==> src/rtl/core/xcfd_pkg.sv <==
// shared constants and codes for the checked frame deframer
package xcfd_pkg;

    localparam int RX_BYTE_W    = 8;
    localparam int KIND_W       = 2;
    localparam int CMD_W        = 8;
    localparam int LEN_W        = 16;
    localparam int PHASE_W      = 4;
    localparam int IN_TDATA_W   = 8;
    localparam int OUT_TDATA_W  = CMD_W + LEN_W + RX_BYTE_W;

    localparam logic [RX_BYTE_W-1:0] SYNC_A = 8'hAA;
    localparam logic [RX_BYTE_W-1:0] SYNC_B = 8'h55;

    localparam logic [PHASE_W-1:0] PH_HUNT_HI = 4'd0;
    localparam logic [PHASE_W-1:0] PH_HUNT_LO = 4'd1;
    localparam logic [PHASE_W-1:0] PH_CMD     = 4'd2;
    localparam logic [PHASE_W-1:0] PH_LEN_HI  = 4'd3;
    localparam logic [PHASE_W-1:0] PH_LEN_LO  = 4'd4;
    localparam logic [PHASE_W-1:0] PH_PAYLOAD = 4'd5;
    localparam logic [PHASE_W-1:0] PH_CHECK   = 4'd6;
    localparam logic [PHASE_W-1:0] PH_TAIL_HI = 4'd7;
    localparam logic [PHASE_W-1:0] PH_TAIL_LO = 4'd8;

    localparam logic [KIND_W-1:0] EV_PAYLOAD  = 2'd0;
    localparam logic [KIND_W-1:0] EV_GOOD     = 2'd1;
    localparam logic [KIND_W-1:0] EV_CHECKSUM = 2'd2;
    localparam logic [KIND_W-1:0] EV_TAIL     = 2'd3;

endpackage

==> src/rtl/core/xor_checked_frame_deframer.sv <==
// byte-stream frame parser: header AA 55, command, length, payload, xor check, tail 55 AA
// an accepted byte waits in the input register until the result register is free, then its result is registered there
// throughput: one byte per cycle while the master side takes results; input register, parse logic, result register
// the result register frees the input stage as soon as the master side takes it
// reset (synchronous, i_rst_n low): hunting for header, frame state and xor cleared,
// both stages emptied, s_axis_tready held low
module xor_checked_frame_deframer (
    input  logic                               i_clk,
    input  logic                               i_rst_n,
    input  logic                               s_axis_tvalid,
    output logic                               s_axis_tready,
    // [7:0] rx_byte
    input  logic [xcfd_pkg::IN_TDATA_W-1:0]    s_axis_tdata,
    output logic                               m_axis_tvalid,
    input  logic                               m_axis_tready,
    // [7:0] command, [23:8] payload_length, [31:24] payload_byte
    output logic [xcfd_pkg::OUT_TDATA_W-1:0]   m_axis_tdata,
    // [1:0] event_kind
    output logic [xcfd_pkg::KIND_W-1:0]        m_axis_tuser
);
    import xcfd_pkg::*;

    // input stage
    logic                    r_in_valid;
    logic [RX_BYTE_W-1:0]    r_in_byte;

    // frame state
    logic [PHASE_W-1:0]      r_phase,     n_phase;
    logic [CMD_W-1:0]        r_command,   n_command;
    logic [LEN_W-1:0]        r_length,    n_length;
    logic [LEN_W-1:0]        r_left,      n_left;
    logic [RX_BYTE_W-1:0]    r_xor,       n_xor;

    // result stage
    logic                    r_out_valid, n_out_valid;
    logic [KIND_W-1:0]       r_kind,      n_kind;
    logic [CMD_W-1:0]        r_out_cmd,   n_out_cmd;
    logic [LEN_W-1:0]        r_out_len,   n_out_len;
    logic [RX_BYTE_W-1:0]    r_out_byte,  n_out_byte;

    logic                    advance;
    logic                    emit;
    logic [KIND_W-1:0]       emit_kind;
    logic [RX_BYTE_W-1:0]    emit_byte;
    logic [LEN_W-1:0]        left_dec;
    logic [LEN_W-1:0]        len_full;

    assign advance       = r_in_valid && (!r_out_valid || m_axis_tready);
    assign s_axis_tready = i_rst_n && (!r_in_valid || advance);

    assign left_dec = r_left - LEN_W'(1);
    assign len_full = {r_length[LEN_W-1:RX_BYTE_W], r_in_byte};

    always_comb begin
        n_phase   = r_phase;
        n_command = r_command;
        n_length  = r_length;
        n_left    = r_left;
        n_xor     = r_xor;
        emit      = 1'b0;
        emit_kind = EV_PAYLOAD;
        emit_byte = '0;
        case (r_phase)
            PH_HUNT_HI: begin
                if (r_in_byte == SYNC_A) n_phase = PH_HUNT_LO;
            end
            PH_HUNT_LO: begin
                if (r_in_byte == SYNC_B) n_phase = PH_CMD;
                else if (r_in_byte != SYNC_A) n_phase = PH_HUNT_HI;
            end
            PH_CMD: begin
                n_command = r_in_byte;
                n_xor     = r_in_byte;
                n_phase   = PH_LEN_HI;
            end
            PH_LEN_HI: begin
                n_length = {r_in_byte, {RX_BYTE_W{1'b0}}};
                n_xor    = r_xor ^ r_in_byte;
                n_phase  = PH_LEN_LO;
            end
            PH_LEN_LO: begin
                n_length = len_full;
                n_left   = len_full;
                n_xor    = r_xor ^ r_in_byte;
                n_phase  = (len_full == '0) ? PH_CHECK : PH_PAYLOAD;
            end
            PH_PAYLOAD: begin
                n_xor     = r_xor ^ r_in_byte;
                n_left    = left_dec;
                if (left_dec == '0) n_phase = PH_CHECK;
                emit      = 1'b1;
                emit_kind = EV_PAYLOAD;
                emit_byte = r_in_byte;
            end
            PH_CHECK: begin
                if (r_in_byte != r_xor) begin
                    n_phase   = PH_HUNT_HI;
                    emit      = 1'b1;
                    emit_kind = EV_CHECKSUM;
                end else begin
                    n_phase = PH_TAIL_HI;
                end
            end
            PH_TAIL_HI: begin
                if (r_in_byte != SYNC_B) begin
                    n_phase   = PH_HUNT_HI;
                    emit      = 1'b1;
                    emit_kind = EV_TAIL;
                end else begin
                    n_phase = PH_TAIL_LO;
                end
            end
            PH_TAIL_LO: begin
                n_phase   = PH_HUNT_HI;
                emit      = 1'b1;
                emit_kind = (r_in_byte == SYNC_A) ? EV_GOOD : EV_TAIL;
            end
            default: begin
                n_phase = PH_HUNT_HI;
            end
        endcase
    end

    always_comb begin
        n_out_valid = r_out_valid;
        n_kind      = r_kind;
        n_out_cmd   = r_out_cmd;
        n_out_len   = r_out_len;
        n_out_byte  = r_out_byte;
        if (advance) begin
            n_out_valid = emit;
            n_kind      = emit_kind;
            n_out_cmd   = n_command;
            n_out_len   = n_length;
            n_out_byte  = emit_byte;
        end else if (m_axis_tready) begin
            n_out_valid = 1'b0;
        end
    end

    always_ff @(posedge i_clk) begin
        if (!i_rst_n) begin
            r_in_valid  <= 1'b0;
            r_phase     <= PH_HUNT_HI;
            r_command   <= '0;
            r_length    <= '0;
            r_left      <= '0;
            r_xor       <= '0;
            r_out_valid <= 1'b0;
        end else begin
            if (s_axis_tready) r_in_valid <= s_axis_tvalid;
            if (advance) begin
                r_phase   <= n_phase;
                r_command <= n_command;
                r_length  <= n_length;
                r_left    <= n_left;
                r_xor     <= n_xor;
            end
            r_out_valid <= n_out_valid;
        end
    end

    // payload registers, no reset
    always_ff @(posedge i_clk) begin
        if (s_axis_tready) r_in_byte <= s_axis_tdata[RX_BYTE_W-1:0];
        r_kind     <= n_kind;
        r_out_cmd  <= n_out_cmd;
        r_out_len  <= n_out_len;
        r_out_byte <= n_out_byte;
    end

    assign m_axis_tvalid = r_out_valid;
    assign m_axis_tdata  = {r_out_byte, r_out_len, r_out_cmd};
    assign m_axis_tuser  = r_kind;

endmodule

==> config.mk <==
export PLATFORM = sky130hd
export DESIGN_NAME = xor_checked_frame_deframer
export DESIGN_NICKNAME = d
export VERILOG_FILES = /design/src/rtl/core/xcfd_pkg.sv /design/src/rtl/core/xor_checked_frame_deframer.sv
export SDC_FILE = /design/constraint.sdc
export NUM_CORES = 1
export LEC_CHECK = 0
export BUFFER_PORTS_ARGS = -buffer_cell sky130_fd_sc_hd__buf_2
export CORE_MARGIN = 2
export CORE_UTILIZATION = 64
export DETAILED_ROUTE_END_ITERATION = 6
export HOLD_SLACK_MARGIN = 0.1
export PLACE_DENSITY = 0.83
export SLEW_MARGIN = 30
export SYNTH_ARGS = -nofsm -noshare
export SYNTH_HDL_FRONTEND = slang
export SYNTH_SLANG_ARGS = --single-unit
export TNS_END_PERCENT = 10
==> constraint.sdc <==
create_clock -name i_clk -period 4.6 [get_ports i_clk]
set_input_delay 0.69 -clock i_clk [delete_from_list [all_inputs] [get_ports i_clk]]
set_output_delay 0.69 -clock i_clk [all_outputs]
set_load 0.02 [all_outputs]
Yosys cells after proc, flatten, opt, wreduce, memory -nomap -nowiden
Cells that the tools add are included.
{"block": "op_classes", "n_addsub": 1, "n_mul": 0, "div_mod_pow": 0, "magnitude_cmp": 0, "eq_ne": 16, "shifts": 0, "muxes": 21, "bitwise": 1, "n_reduce_logical": 17}
{"op": "$pmux W16 S2", "count": 2}
{"op": "$logic_not A16 Y1", "count": 2}
{"op": "$pmux W4 S8", "count": 1}
{"op": "$mux W4", "count": 5}
{"op": "$eq A4 B3 Y1 const B", "count": 4}
{"op": "$pmux W8 S2", "count": 1}
{"op": "$sub A16 B1 Y16 const B", "count": 1}
{"op": "$eq A4 B2 Y1 const B", "count": 2}
{"op": "$eq A8 B7 Y1 const B", "count": 1}
{"op": "$eq A8 B8 Y1 const B", "count": 1}
{"op": "$mux W2", "count": 4}
{"op": "$mux W8", "count": 1}
{"op": "$ne A8 B7 Y1 const B", "count": 1}
{"op": "$ne A8 B8 Y1", "count": 1}
{"op": "$ne A8 B8 Y1 const B", "count": 1}
{"op": "$xor A8 B8 Y8", "count": 1}
{"op": "$pmux W2 S3", "count": 1}
{"op": "$reduce_bool A2 Y1", "count": 3}
{"op": "$eq A4 B1 Y1 const B", "count": 1}
{"op": "$eq A4 B4 Y1 const B", "count": 1}
{"op": "$logic_not A4 Y1", "count": 1}
{"op": "$mux W1", "count": 4}
{"op": "$ne A2 B2 Y1 const B", "count": 2}
{"op": "$reduce_and A2 Y1", "count": 2}
{"op": "other kinds (9)", "count": 12}
{"block": "totals", "register_bits": 96, "latchBits": 0, "ramBits": 0, "romBits": 0, "inputBits": 12, "output_inout_bits": 36, "wordCells": 68, "mem_count": 0}

Depth between registers and ports, before layout
{"block": "logic_depth", "word_depth": 5, "ltp_mapped": 9, "ltp_nobuf": 8}

Worst setup path after synthesis
No wires, ideal clock.
{"block": "synth_timing", "kind": "input -> register", "startpoint": "in m_axis_tready", "endpoint": "reg r_kind[0], in the netlist m_axis_tuser[0], enable pin", "setup_time_ns": 0.411, "t_arrival_ns": 2.144, "t_required_ns": 4.189, "path_slack_ns": 2.044, "path_stages": 4, "path_buffers": 1, "path_cell_list": "nand2b_1 -> nand2_1 -> clkinv_1 -> clkbuf_1"}
{"block": "synth_via", "elab_chain_cells": 2}
{"element": "start: declaration", "line_no": "xor_checked_frame_deframer.sv:15", "source": "input logic m_axis_tready,"}
{"element": "$logic_or A1 B1 Y1", "line_no": "xor_checked_frame_deframer.sv:48", "source": "assign advance = r_in_valid && (!r_out_valid || m_axis_tready);"}
{"element": "$logic_and A1 B1 Y1", "line_no": "xor_checked_frame_deframer.sv:48"}
{"element": "named net advance", "line_no": "xor_checked_frame_deframer.sv:41", "source": "logic advance;"}
{"element": "end signal: assignment", "line_no": "xor_checked_frame_deframer.sv:166", "source": "r_kind <= n_kind;"}
{"element": "end: declaration", "line_no": "xor_checked_frame_deframer.sv:36", "source": "logic [KIND_W-1:0] r_kind, n_kind;"}
The timed path passes the listed nets, and every way through them passes these cells.
A chain may end at the register's enable or synchronous reset.

Worst setup path after layout
{"block": "layout_timing", "startpoint": "in m_axis_tready", "endpoint": "out s_axis_tready"}
{"block": "layout_via", "elab_chain_cells": 4}
{"element": "$logic_or A1 B1 Y1", "line_no": "xor_checked_frame_deframer.sv:48"}
{"element": "$logic_and A1 B1 Y1", "line_no": "xor_checked_frame_deframer.sv:48"}
{"element": "$logic_or A1 B1 Y1", "line_no": "xor_checked_frame_deframer.sv:49", "source": "assign s_axis_tready = i_rst_n && (!r_in_valid || advance);"}
{"element": "$logic_and A1 B1 Y1", "line_no": "xor_checked_frame_deframer.sv:49"}
{"element": "end: declaration", "line_no": "xor_checked_frame_deframer.sv:11", "source": "output logic s_axis_tready,"}
Every way passes these cells.

==> flow_metrics.tcl <==
set metrics [dict create \
    crit_fanout 9 \
    worst-slew-pin-transition_ns 0.885 \
    coreArea_um2 7250 \
    synthArstFlopShare_pct 0 \
    rows 31 \
    synth_edf_count 42 \
    synth_cells 517 \
    cts_max_level 3 \
    finalWeightedCongestion 0.873 \
    r2r-end "r_phase[1]" \
    crit_type "in -> out" \
    place_inst 628 \
    hold_end "r_command[1]" \
    syn_area_um2 4810 \
    grt_pass1_vias 3679 \
    syn_avg_cell_area_um2 9.31 \
    drv_slew 0 \
    p_clk_share_pct 32.9 \
    clk_path_buf_depth 2 \
    hold_start "r_command[1]" \
    grt.overflow.total 0 \
    clock-sinks 96 \
    antenna_found_initial 0 \
    ys_seq_elements 96 \
    design.die.area_um2 8230 \
    ir_drop_uv 211 \
    hold_buffers 0 \
    whs_path_depth 2 \
    cts.reportedPaths.clkPinSlew_ns 0.10 \
    drive_gt1_share_pct 17.4 \
    power_w 0.00154 \
    grt.total_usage_pct 26.9 \
    die_y_um 90.7 \
    worstPathRequired_ns 3.91 \
    r2r-start "r_left[0]" \
    fin_ws_ns 1.98 \
    cts_resized 0 \
    timing.reg2reg.setup_slack_ns 2.17 \
    synth_cell_type_count 65 \
    outcome "finished clean" \
    place_ws_ns 1.94 \
    switching_power_w 0.000398 \
    fin_tns_setup_ns 0 \
    final_antenna_net_count 0 \
    skew_ns 0.0122 \
    timing.max_cap.violations 0 \
    die_x_um 90.7 \
    totalWireLength_mm 11.2 \
    drt_iter0_drc 348 \
    io_buffers 47 \
    synth-main-ff-cell "dfxtp_1" \
    endpoint_kind "primary output" \
    max_slew_margin_pct 40.5 \
    period_share_pct 57.0 \
    power_density_nw_per_um2 296 \
    period_minus_slack_ns 2.62 \
    hold_viol 0 \
    rsz0062_at_grt "no" \
    power.leakage_nw 1.92 \
    cts_root_buf "clkbuf_8" \
    synth.net_count 531 \
    swShare_pct 25.8 \
    ys_warn_count 0 \
    internal_power_w 0.00114 \
    start_kind "primary input" \
    num_io_pins 48 \
    hp-class "reg -> reg" \
    comb_power_share_pct 5.8 \
    ys_seq_area_share_pct 48.7 \
    setup_viol_count_final 0 \
    area_growth_syn_to_layout_pct 8.29 \
    dr.pass1.iters 5 \
    cts_setup_buffers 0 \
    pwr-share-seq_pct 61.3 \
    final_nets 554 \
    post_drt_wl_per_cell_um 17.3 \
    arrival_ns 1.93 \
    final_common_cell "nand2_1" \
    grt_pass1_wl_mm 17.9 \
    cts_tree "done" \
    vias 4029 \
    grt_max_degree 59 \
    fin_hold_ws_ns 0.459 \
    cts_buffers 9 \
    final_cell_mix "nand2_1, dfxtp_1, buf_2" \
    viasPerCell 6.26 \
    max_freq_mhz 382 \
    initial_utilization_pct 66.3 \
    r2r_cells 8 \
    insertion_delay_ns 0.36 \
    dp_hpwl_mm 7.03 \
    antenna_cells 0 \
    final_cells 644 \
    drc_errors 0 \
]
==> per-stage QoR <==
step	utilization, %	area (um^2)
2_1_floorplan	-	4810
3_3_place_gp	69.3	5030
3_5_place_dp	69.4	5030
4_1_cts	71.8	5200
5_1_grt	71.8	5210
6_report	71.8	5210
==> flip-flops by register name, summed over array words and instances, names as in the netlist, 8 cells and up <==
register    flops
r_command       8
r_in_byte       8
r_left         16
r_length       16
r_out_byte      8
r_out_cmd       8
r_out_len      16
r_xor           8
==> logic make-up (layout without fill, tap and decap cells) <==
group                      count (synthesis)  after routing  synth area share (%)
and+or+nand+nor                          233            233                  25.1
AOI/OAI and AO/OA                        109            109                  15.3
DFF                                       96             96                  48.7
buffers and inverters                     46             74                  4.11
muxes                                     17             17                  3.74
xor gates and xnor gates                  14             14                  2.55
adders and majority gates                  2              2                 0.520
==> power by group through the flow <==
| stage | combinational, W | sequential, W | clock (W) |
|---|---|---|---|
| 2_1_floorplan | 0.0000619 | 0.000952 | 0 |
| 3_3_place_gp | 0.0000877 | 0.000961 | 0 |
| 3_5_place_dp | 0.0000892 | 0.000962 | 0 |
| 4_1_cts | 0.0000897 | 0.000943 | 0.000502 |
| 5_1_grt | 0.0000987 | 0.000946 | 0.000530 |
| 6_report | 0.0000897 | 0.000945 | 0.000506 |
==> cells in the mapped netlist, drive strengths merged, types with 2 or more instances <==
library cell	number	share of area [%]
nor2b	14	1.8
o221ai	2	0.36
a22oi	9	1.4
nand3	6	0.62
nor3	12	1.7
a31oi	3	0.39
edfxtp	42	26
nor3b	13	2.2
ha	2	0.52
inv	5	0.39
nor4b	2	0.36
o21ai	31	3.2
nor2	43	3.4
and2	4	0.52
clkinv	2	0.16
nand2	91	7.1
nand2b	5	0.65
nand4	6	0.78
clkbuf	29	2.3
or4	3	0.55
and4	2	0.36
nor4	12	2.3
o21bai	2	0.39
o221a	3	0.70
buf	10	1.3
or2	2	0.26
a21oi	20	2.1
o211ai	3	0.47
or3	5	0.65
and3	8	1.0
a21boi	22	3.4
mux2i	9	1.9
mux2	8	1.9
xor2	9	1.6
xnor2	5	0.91
a211oi	3	0.57
dfxtp	54	22
nand3b	2	0.31
==> routing by layer <==
layer  global-route usage, %  wire [um]
met3                    3.59        705
met4                    12.1        217
met5                       0          0
met2                    42.9       5350
met1                    36.6       4880
==> layout make-up <==
type,count,area [um^2]
multi-input combinational,375,2280
sequential,96,2340
clock inverter,6,43.8
timing repair buffer,51,265
fill,555,2040
clock buffer,10,128
inverter,7,26.3
tap,99,124
==> how the worst max path moves through the flow <==
stage	startpoint	endpoint	cells past startpoint	slack, ns
after floorplan	m_axis_tready	m_axis_tuser[0]	4	2.04
after global placement	m_axis_tready	r_xor[1]	7	1.75
after detailed placement	m_axis_tready	r_xor[6]	7	1.94
after CTS	m_axis_tready	s_axis_tready	6	1.94
after global routing	m_axis_tready	s_axis_tready	6	1.78
final	m_axis_tready	s_axis_tready	6	1.98
==> worst max-delay path, stage by stage <==
cell and delay, ns:
buf_2 0.07, nand2b_1 0.12, inv_1 0.06, and2_1 0.17, nor2b_1 0.54, buf_2 0.28
Power figures use the tool's default switching activity.
